<file path="config.mk">
export PLATFORM = sky130hd
export DESIGN_NAME = sorted_set_merge_engine
export DESIGN_NICKNAME = d
export VERILOG_FILES = /design/src/rtl/core/ssm_pkg.sv /design/src/rtl/core/sorted_set_merge_engine.sv /design/src/rtl/core/ssm_load_chk.sv
export VERILOG_INCLUDE_DIRS = /design/src /design/src/rtl/core
export SDC_FILE = /design/constraint.sdc
export NUM_CORES = 2
export LEC_CHECK = 0
export ABC_AREA = 1
export BUFFER_PORTS_ARGS = -buffer_cell sky130_fd_sc_hd__buf_2
export CORE_ASPECT_RATIO = 0.8
export CORE_UTILIZATION = 50
export CTS_CLUSTER_DIAMETER = 40
export DETAILED_ROUTE_END_ITERATION = 10
export PLACE_DENSITY_LB_ADDON = 0.25
export SLEW_MARGIN = 25
export SYNTH_ARGS = -nofsm -noshare
export SYNTH_HDL_FRONTEND = slang
export SYNTH_SLANG_ARGS = --single-unit
</file>
<file path="constraint.sdc">
create_clock -name clk -period 7.7 [get_ports clk]
set_input_delay 1.54 -clock clk [delete_from_list [all_inputs] [get_ports clk]]
set_output_delay 1.54 -clock clk [all_outputs]
set_load 0.02 [all_outputs]
</file>
<file path="src/rtl/core/sorted_set_merge_engine_defines.svh">
// ----------------------------------------------------------------------------
// sorted_set_merge_engine_defines.svh
// Assertion macros shared by the merge engine RTL.
// ----------------------------------------------------------------------------
`ifndef SORTED_SET_MERGE_ENGINE_DEFINES_SVH
`define SORTED_SET_MERGE_ENGINE_DEFINES_SVH

// antecedent implies consequent in the same cycle
`define SSM_ASSERT_NOW(name, ante, cons) \
  name: assert property (@(posedge clk) disable iff (!rst_n) (ante) |-> (cons)) \
    else $error("merge engine check failed");

// antecedent implies consequent in the next cycle
`define SSM_ASSERT_NEXT(name, ante, cons) \
  name: assert property (@(posedge clk) disable iff (!rst_n) (ante) |=> (cons)) \
    else $error("merge engine check failed");

`endif

</file>
<file path="src/rtl/core/ssm_pkg.sv">
// ----------------------------------------------------------------------------
// ssm_pkg
// Types, codes and helpers of the sorted set merge engine.
// ----------------------------------------------------------------------------
package ssm_pkg;

  localparam int SET_DEPTH = 32;
  localparam int KEY_W     = 32;
  localparam int ADDR_W    = (SET_DEPTH > 1) ? $clog2(SET_DEPTH) : 1;
  localparam int CNT_W     = $clog2(SET_DEPTH + 1);

  typedef logic [KEY_W-1:0]  key_t;
  typedef logic [CNT_W-1:0]  cnt_t;
  typedef logic [ADDR_W-1:0] addr_t;

  // input operation codes
  localparam logic [1:0] OP_LOAD_LEFT  = 2'd0;
  localparam logic [1:0] OP_LOAD_RIGHT = 2'd1;
  localparam logic [1:0] OP_RUN        = 2'd2;

  // set operation codes
  localparam logic [1:0] SET_OR    = 2'd0;
  localparam logic [1:0] SET_INTER = 2'd1;
  localparam logic [1:0] SET_DIFF  = 2'd2;
  localparam logic [1:0] SET_XOR   = 2'd3;

  // configuration register indexes
  localparam logic CFG_SET_OP = 1'b0;
  localparam logic CFG_SIGNED = 1'b1;

  typedef struct packed {
    logic [1:0]  operation;
    logic [31:0] key;
  } in_item_t;

  typedef struct packed {
    logic [31:0] out_key;
    logic        has_key;
    logic        last;
    logic [1:0]  status;
  } out_item_t;

  typedef struct packed {
    logic full;
    logic disorder;
  } load_chk_t;

  // a below b; signed mode flips the sign bits
  function automatic logic key_less(key_t a, key_t b, logic sgn);
    key_t ax;
    key_t bx;
    ax = a;
    bx = b;
    ax[KEY_W-1] = a[KEY_W-1] ^ sgn;
    bx[KEY_W-1] = b[KEY_W-1] ^ sgn;
    return ax < bx;
  endfunction

endpackage

</file>
<file path="src/rtl/core/sorted_set_merge_engine.sv">
// ----------------------------------------------------------------------------
// sorted_set_merge_engine
// Loads two ascending key sets and merges them as a set operation.
// ----------------------------------------------------------------------------
// Usage:
//   Input: a beat is taken when start is high and busy is low. Operation
//   0/1 appends in_item.key to the left/right store in that cycle (busy
//   stays low, no result). Operation 2 runs the merge; code 3 is ignored.
//   Loads that overflow or break strict ascending order are dropped and
//   raise status bits, reported on every result beat of the next run.
//   Config: cfg_we writes cfg_wdata to register cfg_idx (0 set operation,
//   1 signed compare); the user must write it only while idle (unchecked).
//   Output: one result beat per out_valid pulse, ascending keys, last on
//   the final beat; an empty result is a single beat with has_key 0.
//   The receiver cannot stall; beats are simply presented for one cycle.
// Timing:
//   A run walks in steps, at most left_count+right_count of them; each
//   walk step is one registered memory read (S_WAIT) followed by the
//   compare/advance state (S_STEP). busy drops on the cycle the last
//   beat is shown; both stores and the error flags clear at that point.
// Reset: synchronous, clears counts, flags, config and control; the key
//   memories are not cleared, and words beyond the counts are never used.
// ----------------------------------------------------------------------------
`include "sorted_set_merge_engine_defines.svh"

module sorted_set_merge_engine (
  input  logic              clk,
  input  logic              rst_n,
  input  logic              start,
  output logic              busy,
  input  ssm_pkg::in_item_t in_item,
  output logic              out_valid,
  output ssm_pkg::out_item_t out_item,
  input  logic              cfg_we,
  input  logic              cfg_idx,
  input  logic [1:0]        cfg_wdata
);
  import ssm_pkg::*;

  typedef enum logic [1:0] {
    S_IDLE,
    S_WAIT,
    S_STEP,
    S_FLUSH
  } state_t;

  state_t    state_r;
  logic      busy_r;
  logic      out_valid_r;
  out_item_t out_item_r;

  logic [1:0] set_op_r;
  logic       sgn_r;
  logic [1:0] err_r;

  cnt_t lcnt_r, rcnt_r;
  key_t llast_r, rlast_r;
  cnt_t li_r, rj_r;

  // key stores, registered read port
  key_t left_mem  [SET_DEPTH];
  key_t right_mem [SET_DEPTH];
  key_t lq_r, rq_r;

  // one-deep hold so the final beat can carry last
  key_t pend_r;
  logic pend_v_r;

  // load path
  logic      start_acc;
  logic      is_left, is_right;
  cnt_t      sel_cnt;
  key_t      sel_last;
  load_chk_t chk;
  logic      wr_left, wr_right;

  assign start_acc = start && !busy_r;
  assign is_left   = (in_item.operation == OP_LOAD_LEFT);
  assign is_right  = (in_item.operation == OP_LOAD_RIGHT);
  assign sel_cnt   = is_right ? rcnt_r : lcnt_r;
  assign sel_last  = is_right ? rlast_r : llast_r;

  ssm_load_chk u_load_chk (
    .cnt      (sel_cnt),
    .last_key (sel_last),
    .key      (in_item.key),
    .sgn      (sgn_r),
    .chk      (chk)
  );

  assign wr_left  = start_acc && is_left  && !chk.full && !chk.disorder;
  assign wr_right = start_acc && is_right && !chk.full && !chk.disorder;

  // walk step
  logic keep_l, keep_r, keep_b;
  logic lv, rv, lt, eq;
  logic take_l, take_r, take_b;
  logic emit, walk_done;
  key_t emit_key;

  assign keep_l = (set_op_r == SET_OR) || (set_op_r == SET_DIFF) || (set_op_r == SET_XOR);
  assign keep_r = (set_op_r == SET_OR) || (set_op_r == SET_XOR);
  assign keep_b = (set_op_r == SET_OR) || (set_op_r == SET_INTER);

  assign lv = (li_r < lcnt_r);
  assign rv = (rj_r < rcnt_r);
  assign lt = key_less(lq_r, rq_r, sgn_r);
  assign eq = (lq_r == rq_r);

  // a lone tail behaves as the smaller side
  assign take_l    = lv && (!rv || lt);
  assign take_r    = rv && (!lv || (!lt && !eq));
  assign take_b    = lv && rv && eq;
  assign walk_done = !lv && !rv;
  assign emit      = (take_l && keep_l) || (take_r && keep_r) || (take_b && keep_b);
  assign emit_key  = take_r ? rq_r : lq_r;

  // memories: writes only while idle; the read port is registered and always enabled
  always_ff @(posedge clk) begin
    if (wr_left) begin
      left_mem[lcnt_r[ADDR_W-1:0]] <= in_item.key;
    end
    if (wr_right) begin
      right_mem[rcnt_r[ADDR_W-1:0]] <= in_item.key;
    end
    lq_r <= left_mem[li_r[ADDR_W-1:0]];
    rq_r <= right_mem[rj_r[ADDR_W-1:0]];
  end

  always_ff @(posedge clk) begin
    if (!rst_n) begin
      state_r     <= S_IDLE;
      busy_r      <= 1'b0;
      out_valid_r <= 1'b0;
      set_op_r    <= SET_OR;
      sgn_r       <= 1'b0;
      err_r       <= '0;
      lcnt_r      <= '0;
      rcnt_r      <= '0;
      li_r        <= '0;
      rj_r        <= '0;
      pend_v_r    <= 1'b0;
    end else begin
      out_valid_r <= 1'b0;

      if (cfg_we) begin
        unique case (cfg_idx)
          CFG_SET_OP: set_op_r <= cfg_wdata;
          CFG_SIGNED: sgn_r    <= cfg_wdata[0];
          default: ;
        endcase
      end

      unique case (state_r)
        S_IDLE: begin
          if (start_acc) begin
            unique case (in_item.operation)
              OP_LOAD_LEFT, OP_LOAD_RIGHT: begin
                if (chk.full) begin
                  err_r[0] <= 1'b1;
                end else if (chk.disorder) begin
                  err_r[1] <= 1'b1;
                end else if (is_left) begin
                  lcnt_r  <= lcnt_r + 1'b1;
                  llast_r <= in_item.key;
                end else begin
                  rcnt_r  <= rcnt_r + 1'b1;
                  rlast_r <= in_item.key;
                end
              end
              OP_RUN: begin
                li_r     <= '0;
                rj_r     <= '0;
                pend_v_r <= 1'b0;
                busy_r   <= 1'b1;
                state_r  <= S_WAIT;
              end
              default: ;
            endcase
          end
        end

        // the registered read of li_r/rj_r is taken here; S_STEP uses its data
        S_WAIT: begin
          state_r <= S_STEP;
        end

        S_STEP: begin
          if (walk_done) begin
            state_r <= S_FLUSH;
          end else begin
            if (emit) begin
              if (pend_v_r) begin
                out_valid_r         <= 1'b1;
                out_item_r.out_key  <= pend_r;
                out_item_r.has_key  <= 1'b1;
                out_item_r.last     <= 1'b0;
                out_item_r.status   <= err_r;
              end
              pend_r   <= emit_key;
              pend_v_r <= 1'b1;
            end
            if (take_l || take_b) begin
              li_r <= li_r + 1'b1;
            end
            if (take_r || take_b) begin
              rj_r <= rj_r + 1'b1;
            end
            state_r <= S_WAIT;
          end
        end

        // final beat: held key, or the empty marker
        S_FLUSH: begin
          out_valid_r        <= 1'b1;
          out_item_r.out_key <= pend_v_r ? pend_r : '0;
          out_item_r.has_key <= pend_v_r;
          out_item_r.last    <= 1'b1;
          out_item_r.status  <= err_r;
          lcnt_r             <= '0;
          rcnt_r             <= '0;
          err_r              <= '0;
          pend_v_r           <= 1'b0;
          busy_r             <= 1'b0;
          state_r            <= S_IDLE;
        end

        default: state_r <= S_IDLE;
      endcase
    end
  end

  assign busy      = busy_r;
  assign out_valid = out_valid_r;
  assign out_item  = out_item_r;

  // a run always ends on its last beat: busy is already low when it is shown
  `SSM_ASSERT_NOW(a_last_ends_run, out_valid && out_item.last, !busy)
  // the empty marker is only ever the final beat
  `SSM_ASSERT_NOW(a_empty_is_last, out_valid && !out_item.has_key, out_item.last)
  // fill counts stay within the store depth
  `SSM_ASSERT_NOW(a_cnt_bound, 1'b1, (lcnt_r <= CNT_W'(SET_DEPTH)) && (rcnt_r <= CNT_W'(SET_DEPTH)))
  // an accepted run raises busy
  `SSM_ASSERT_NEXT(a_run_busy, start && !busy && (in_item.operation == OP_RUN), busy)

endmodule

</file>
<file path="src/rtl/core/ssm_load_chk.sv">
// ----------------------------------------------------------------------------
// ssm_load_chk
// Checks one load beat against the fill count and last key of its store.
// ----------------------------------------------------------------------------
module ssm_load_chk (
  input  ssm_pkg::cnt_t      cnt,
  input  ssm_pkg::key_t      last_key,
  input  ssm_pkg::key_t      key,
  input  logic               sgn,
  output ssm_pkg::load_chk_t chk
);
  import ssm_pkg::*;

  logic full;

  assign full         = (cnt >= CNT_W'(SET_DEPTH));
  // overflow wins over order
  assign chk.full     = full;
  assign chk.disorder = !full && (cnt != '0) && !key_less(last_key, key, sgn);

endmodule

</file>
Yosys cells after proc, flatten, opt, wreduce, memory -nomap -nowiden. Memories as Yosys holds them, arrays and structs flattened. A register that Yosys moved wholly into a read port is not among the register bits. Index checks and enable logic that the tools add are counted.

Add/sub/neg operators: 4. $mul: 0. Divide/modulo/power cells: 0. Order comparisons: 5. Equal/unequal tests: 23. Shift-type cells: 0. Multiplexer cells: 54. Bitwise logic cells: 9. Reductions and logical operators: 60.

Operator list (number): 36-bit 2-to-1 mux (3); 6-bit 2-to-1 mux (17); 32-bit 2-to-1 mux (3); 36-bit case mux with 2 select lines (1); 32-bit < comparator (2); 6-bit case mux with 2 select lines (4); 32-bit equality test (1); 5-bit AND reduction (5); 6-bit by 1-bit adder with 6-bit output (second input constant) (4); 2-bit inequality test (second input constant) (11); 1-bit logical AND (18); 1-bit 2-to-1 mux (16); 7-bit AND reduction (2); 6-bit < comparator (2); 6-bit AND reduction (2); 2-bit equality test (second input constant) (5); 1-bit logical OR (10); 2-bit 2-to-1 mux (5); 1-bit logical NOT (8); 2-bit case mux with 4 select lines (1); 4-bit AND reduction (2); 2-bit by 1-bit equality test with 1-bit output (second input constant) (3); 6-bit >= comparator (second input constant) (1); 2-bit logical NOT (3); other kinds (12) (26).

Flip-flop bits (word level): 166. Bits in latches: 0. RAM bits: 2048. ROM bits: 0. Bits of input ports: 41. Output and inout bits: 38. Word-level logic and storage cells: 176. Memories kept: 2.

Memories: left_mem (words 32, width 32, read ports 1, clocked after Yosys merged registers in 1, write ports 1, line sorted_set_merge_engine.sv:61) `key_t left_mem [SET_DEPTH];`; right_mem (words 32, width 32, read ports 1, clocked after Yosys merged registers in 1, write ports 1, line sorted_set_merge_engine.sv:62) `key_t right_mem [SET_DEPTH];`.

Depth between registers and ports, before layout.
Word-level depth: 12. Depth in mapped cells: 22. Depth with buffers taken out: 21.

Hierarchy. From an unflattened synthesis, not the netlist that was laid out.

Cells, all modules: 6817. Area, all modules: 89467.1 µm².

By module, submodules not included: sorted_set_merge_engine (times used 1, cells an instance 6680, area each 88620.0 µm²); ssm_load_chk (times used 1, cells an instance 137, area each 847.1 µm²).

Worst setup path after synthesis. OpenSTA, ideal clock, no wires.

Path kind: input-to-reg. From: in in_item[33] (netlist bit). To: reg llast_r[0] (enable). Arrival: 5.711 ns. Data required time: 7.232 ns. Setup slack: 1.521 ns. Stages on the path: 17. Path buffers: 1. Cell sequence: inv_2 nand2_4 inv_2 clkbuf_1 nand2_1 nand2_1 ha_1 a21oi_1 nor2_1 a211oi_1 nand2_1 nand2_1 nand2_1 nand2_1 nand2_1 a21oi_4 nor3b_1.

Cells in the longest elaborated chain, start to end: 8.

Ends and longest elaborated chain: from (decl) (line sorted_set_merge_engine.sv:31) `input ssm_pkg::in_item_t in_item,`; 2-bit by 1-bit equality test with 1-bit output (line sorted_set_merge_engine.sv:79, sorted_set_merge_engine.sv:157); 32-bit 2-to-1 mux / 6-bit 2-to-1 mux (equally long branches) (line sorted_set_merge_engine.sv:81, sorted_set_merge_engine.sv:80); 1-bit bitwise XOR / 6-bit >= comparator (equally long branches) (line ssm_pkg.sv:54, ssm_load_chk.sv:16); 32-bit < comparator / 1-bit logical NOT (equally long branches) (line ssm_pkg.sv:56, ssm_load_chk.sv:19); 1-bit logical NOT / 1-bit logical AND (equally long branches) (line ssm_load_chk.sv:19) `assign chk.disorder = !full && (cnt != '0) && !key_less(last_key, key, sgn);`; 1-bit logical AND (line ssm_load_chk.sv:19); 1-bit NOT (no source line); 7-bit AND reduction (no source line) *; to (signal assigned) (line sorted_set_merge_engine.sv:165) `llast_r <= in_item.key;`; to (decl) (line sorted_set_merge_engine.sv:57) `key_t llast_r, rlast_r;`.

Every way passes the cells marked *; elsewhere a longest branch is shown, timed or not. A chain may end at the register's enable or synchronous reset.

Worst setup path in the final report.
From: in in_item[32] (netlist bit). To: mem left_mem[13][15] (netlist bit) (enable).

Cells in the longest elaborated chain, start to end: 10.

Ends and longest elaborated chain: 2-bit by 1-bit equality test with 1-bit output (line sorted_set_merge_engine.sv:79) `assign is_right = (in_item.operation == OP_LOAD_RIGHT);`; 32-bit 2-to-1 mux / 6-bit 2-to-1 mux (equally long branches) (line sorted_set_merge_engine.sv:81, sorted_set_merge_engine.sv:80); 1-bit bitwise XOR / 6-bit >= comparator (equally long branches) (line ssm_pkg.sv:54, ssm_load_chk.sv:16); 32-bit < comparator / 1-bit logical NOT (equally long branches) (line ssm_pkg.sv:56, sorted_set_merge_engine.sv:91, ssm_load_chk.sv:19); 1-bit logical NOT / 1-bit logical AND (equally long branches) (line ssm_load_chk.sv:19); 1-bit logical AND (line ssm_load_chk.sv:19); 1-bit logical NOT (line sorted_set_merge_engine.sv:91) `assign wr_left = start_acc && is_left && !chk.full && !chk.disorder;`; 1-bit logical AND * (line sorted_set_merge_engine.sv:91); 1-bit 2-to-1 mux * (line sorted_set_merge_engine.sv:120) `if (wr_left) begin`; 1-bit 2-to-1 mux (implied by the code) * (line sorted_set_merge_engine.sv:121) `left_mem[lcnt_r[ADDR_W-1:0]] <= in_item.key;`; to (decl) (line sorted_set_merge_engine.sv:61).

Marked as above.

==> impl_metrics.py <==
metrics = {
    "detailed_routing": {
        "drt-vias-per-instance": 6.214,
        "routed_wirelength_um": 272200,
        "route.detailed.wl_per_inst_um": 28.81,
        "firstDrtPassIters": 6,
        "vias": 58730,
        "drtAntennaViolNets": 0,
        "drc_errors": 0,
        "drtIter0Drc": 8997,
    },
    "finish": {
        "fillCellCount": 14000,
        "area_delta_synth_final_pct": 13.53,
        "final_nets": 6980,
        "final_core_util": 0.5727,
        "seqCellArea_um2": 67450,
        "drive_above_1_share": 0.1040,
        "multi_input_area_um2": 19960,
    },
    "power": {
        "p_switching_mw": 8.384,
        "power_leakage_nw": 33.42,
        "clkPwrFrac": 0.391,
        "vdd_drop_max_v": 0.0002552,
        "p_total_mw": 29.61,
        "power_density_nw_per_um2": 291.6,
        "p_comb_frac": 0.138,
        "internal-power_mw": 21.22,
        "swShare": 0.2832,
        "seq_power_share": 0.471,
    },
    "critical_path": {
        "cp-start-kind": "primary input",
        "crit_chain": "buf_2 > nand2_4 > inv_2 > nand2_1 > nand2_1 > ha_1 > a21oi_1 > nor2_1 > a211oi_1 > nand2_1 > nand2_1 > nand2_1 > nand2_1 > nand2_1 > a21oi_4 > nand3_2 > nor2_4 > buf_4",
        "cpMostUsedCell": "nand2_1",
        "ff2ff_path_depth": 13,
        "critPathArrivalTime_ns": 6.20,
        "crit_buf_inv": 3,
        "cp_max_fo": 35,
        "critical_path.top_delay_family": "simple AND/OR/NAND/NOR gates",
        "path_depth": 18,
        "crit_slowest_cell": "nor2_4",
        "end_kind": "flip-flop",
        "cp_slowest_stage_delay_ns": 0.93,
        "worst_ep_required_time_ns": 8.27,
        "critical_path_class": "in2reg",
    },
    "clock_network": {
        "htree_levels": 4,
        "cts_made_buffers": 241,
        "post_cts_buffers": 0,
        "cts_tree": "built",
        "cts.sinks": 2278,
        "cts.hold.buffers_added": 0,
        "cts-root-buf": "clkbuf_16",
        "ctsResizeCount": 0,
        "clkLatencyLatePin_ns": 0.91,
        "path_clk_slew_ns": 0.06,
        "cts.path.max_buffers": 3,
    },
    "timing": {
        "layout_setup_ws_ns": 2.068,
        "slew_viol_final": 0,
        "rsz0062_at_grt": "false",
        "setup_tns_ns": 0,
        "fmax_ghz": 0.1775,
        "tightest_slew_ns": 1.103,
        "relSlewSlack": 0.2643,
        "setup_viol": 0,
        "post-route-min-period_ns": 5.632,
        "fin_skew_ns": 0.1131,
        "hold_viol_final": 0,
        "hold_slack_ns": 0.4966,
        "finalCritPeriodShare": 0.7315,
    },
    "logic_synthesis": {
        "synthCells": 6821,
        "yosysTopAreaCell": "edfxtp_1",
        "synth_fp_nets": 6946,
        "synthArstFlopShare": 0,
        "syn_avg_cell_area_um2": 13.11,
        "synth_edf_count": 2180,
        "yosysTopAreaCellShare": 0.7319,
        "netlist_area_um2": 89450,
        "synth-main-ff-cell": "edfxtp_1",
        "synth_area_leaders": "edfxtp_1 73%, o21ai_0 6.2%, nor2_1 5.0%",
        "synth_commonest_cells": "2180 x edfxtp_1, 1192 x nor2_1, 1109 x o21ai_0",
        "synth_cell_types": 46,
        "synth-seq-cells": 2278,
        "yosys_warnings": 0,
        "yosysMostFrequentCell": "edfxtp_1",
        "seq_area_frac_synth": 0.7538,
    },
    "hold_path": {
        "hp-class": "reg2reg",
        "hold_depth": 2,
    },
    "floorplan": {
        "initial_core_util": 0.5044,
        "ios": 79,
        "std_cell_rows": 138,
        "die_area_um2": 180600,
        "die_h_um": 380.3,
        "dieWidth_um": 474.9,
        "core_um2": 177300,
    },
    "global_route": {
        "grt_first_pass_wirelength_um": 388300,
        "track_usage": 0.2987,
        "grt_overflow": 0,
        "first_global_vias": 54310,
        "grt_max_degree": 202,
        "antenna_found_initial": 13,
    },
    "placed_design": {
        "gp_congestion": 0.9435,
        "place_hpwl_um": 163900,
        "pre_cts_ws_ns": 1.228,
        "io_buffers": 78,
    },
    "status": {
        "status": "complete, no violations",
    },
    "run": {
        "max_cap_viol_count": 0,
    },
}
## power by group through the flow
stage               clock network (mW)  logic, mW  registers, mW
finish                            11.6       4.10           13.9
global route                      12.1       4.39           13.9
floorplan                            0       2.35           14.1
global placement                     0       3.92           14.2
CTS                               11.7       3.99           13.9
detailed placement                   0       3.97           14.2
## worst min-delay path, delay by kind of cell, from the launching register on
family                 cells  cell delay [ns]
AO/OA/AOI/OAI              1             0.07
buffers and inverters      1             0.09
flip-flops                 1             0.29
## cells in the final DEF (no fill, tap or decap), types with 4 or more instances in the layout
cell type	synthesis	routed
nand3_2	6	5
clkinv_16	0	8
inv_2	7	11
nor3_1	12	11
diode_2	0	5
nand2_1	487	487
clkbuf_1	396	40
clkinv_1	2	36
nor2_1	1192	1125
clkbuf_16	0	243
inv_8	0	14
buf_4	0	123
xor2_1	7	7
dfxtp_4	0	6
clkinv_2	0	37
a21oi_1	60	59
buf_2	25	78
inv_1	222	215
o211ai_1	65	65
nand2_2	4	4
ha_1	84	84
inv_6	0	26
clkinv_4	0	17
o21ai_1	34	34
nand4_1	78	78
buf_16	0	19
nand3_1	177	177
edfxtp_1	2180	2180
o21ai_0	1109	1109
nor2_4	0	67
bufinv_16	0	16
o22ai_1	321	321
dfxtp_1	98	91
o221ai_1	193	193
buf_12	0	19
clkinvlp_4	0	12
## kinds of logic after synthesis
logic type                 count (synthesis)  synth area share
buffers and inverters                    681           0.02904
AOI/OAI and AO/OA                       1797            0.1156
xor gates and xnor gates                  10         0.0009792
muxes                                      1         0.0001119
and+or+nand+nor                         1970           0.08871
adders and majority gates                 84           0.01175
DFF                                     2278            0.7538
## final timing paths
path | start | end | slack, ns
setup / recovery | in_item[32] | left_mem[13][15] | 2.07
hold / removal | set_op_r[1] | set_op_r[1] | 0.50
setup reg to reg | sgn_r | left_mem[13][15] | 3.42
hold reg to reg | set_op_r[1] | set_op_r[1] | 0.50
## cell type report
class                           count  share of cell area
Antenna cell                        5           0.0001232
Inverter                          231            0.008785
Sequential cell                  2278              0.6642
Clock buffer                      286             0.06177
Timing Repair Buffer              241             0.02209
Tap cell                         2380             0.02932
Multi-Input combinational cell   3862              0.1966
Clock inverter                    168             0.01710
## sequential cells by signal, summed over array words and instances, names as in the netlist, 2 cells and up
name and cells:
left_mem 1024, pend_r 32, rj_r 6, lcnt_r 6
rq_r 32, rcnt_r 6, llast_r 32, err_r 2
state_r 2, right_mem 1024, out_item 36, set_op_r 2
li_r 6, rlast_r 32, lq_r 32
## stage by stage
| stage | cells | instance area (um^2) |
|---|---|---|
| finish | 9451 | 101500 |
| CTS | 9431 | 101200 |
| floorplan | 6821 | 89450 |
| global placement | 8960 | 92730 |
| global route | 9448 | 101500 |
| detailed placement | 8977 | 93160 |
## metal layers
| layer | vias to the layer above | track usage | wire length (um) | part of all wire |
|---|---|---|---|---|
| li1 | 25440 | - | - | - |
| met1 | 29350 | 0.4414 | 110100 | 0.40 |
| met2 | 3489 | 0.4177 | 116100 | 0.43 |
| met3 | 452 | 0.08461 | 34740 | 0.13 |
| met4 | 0 | 0.1151 | 11320 | 0.042 |
| met5 | - | 0 | 0 | 0 |
No activity file was read; power rests on OpenSTA's default activity.
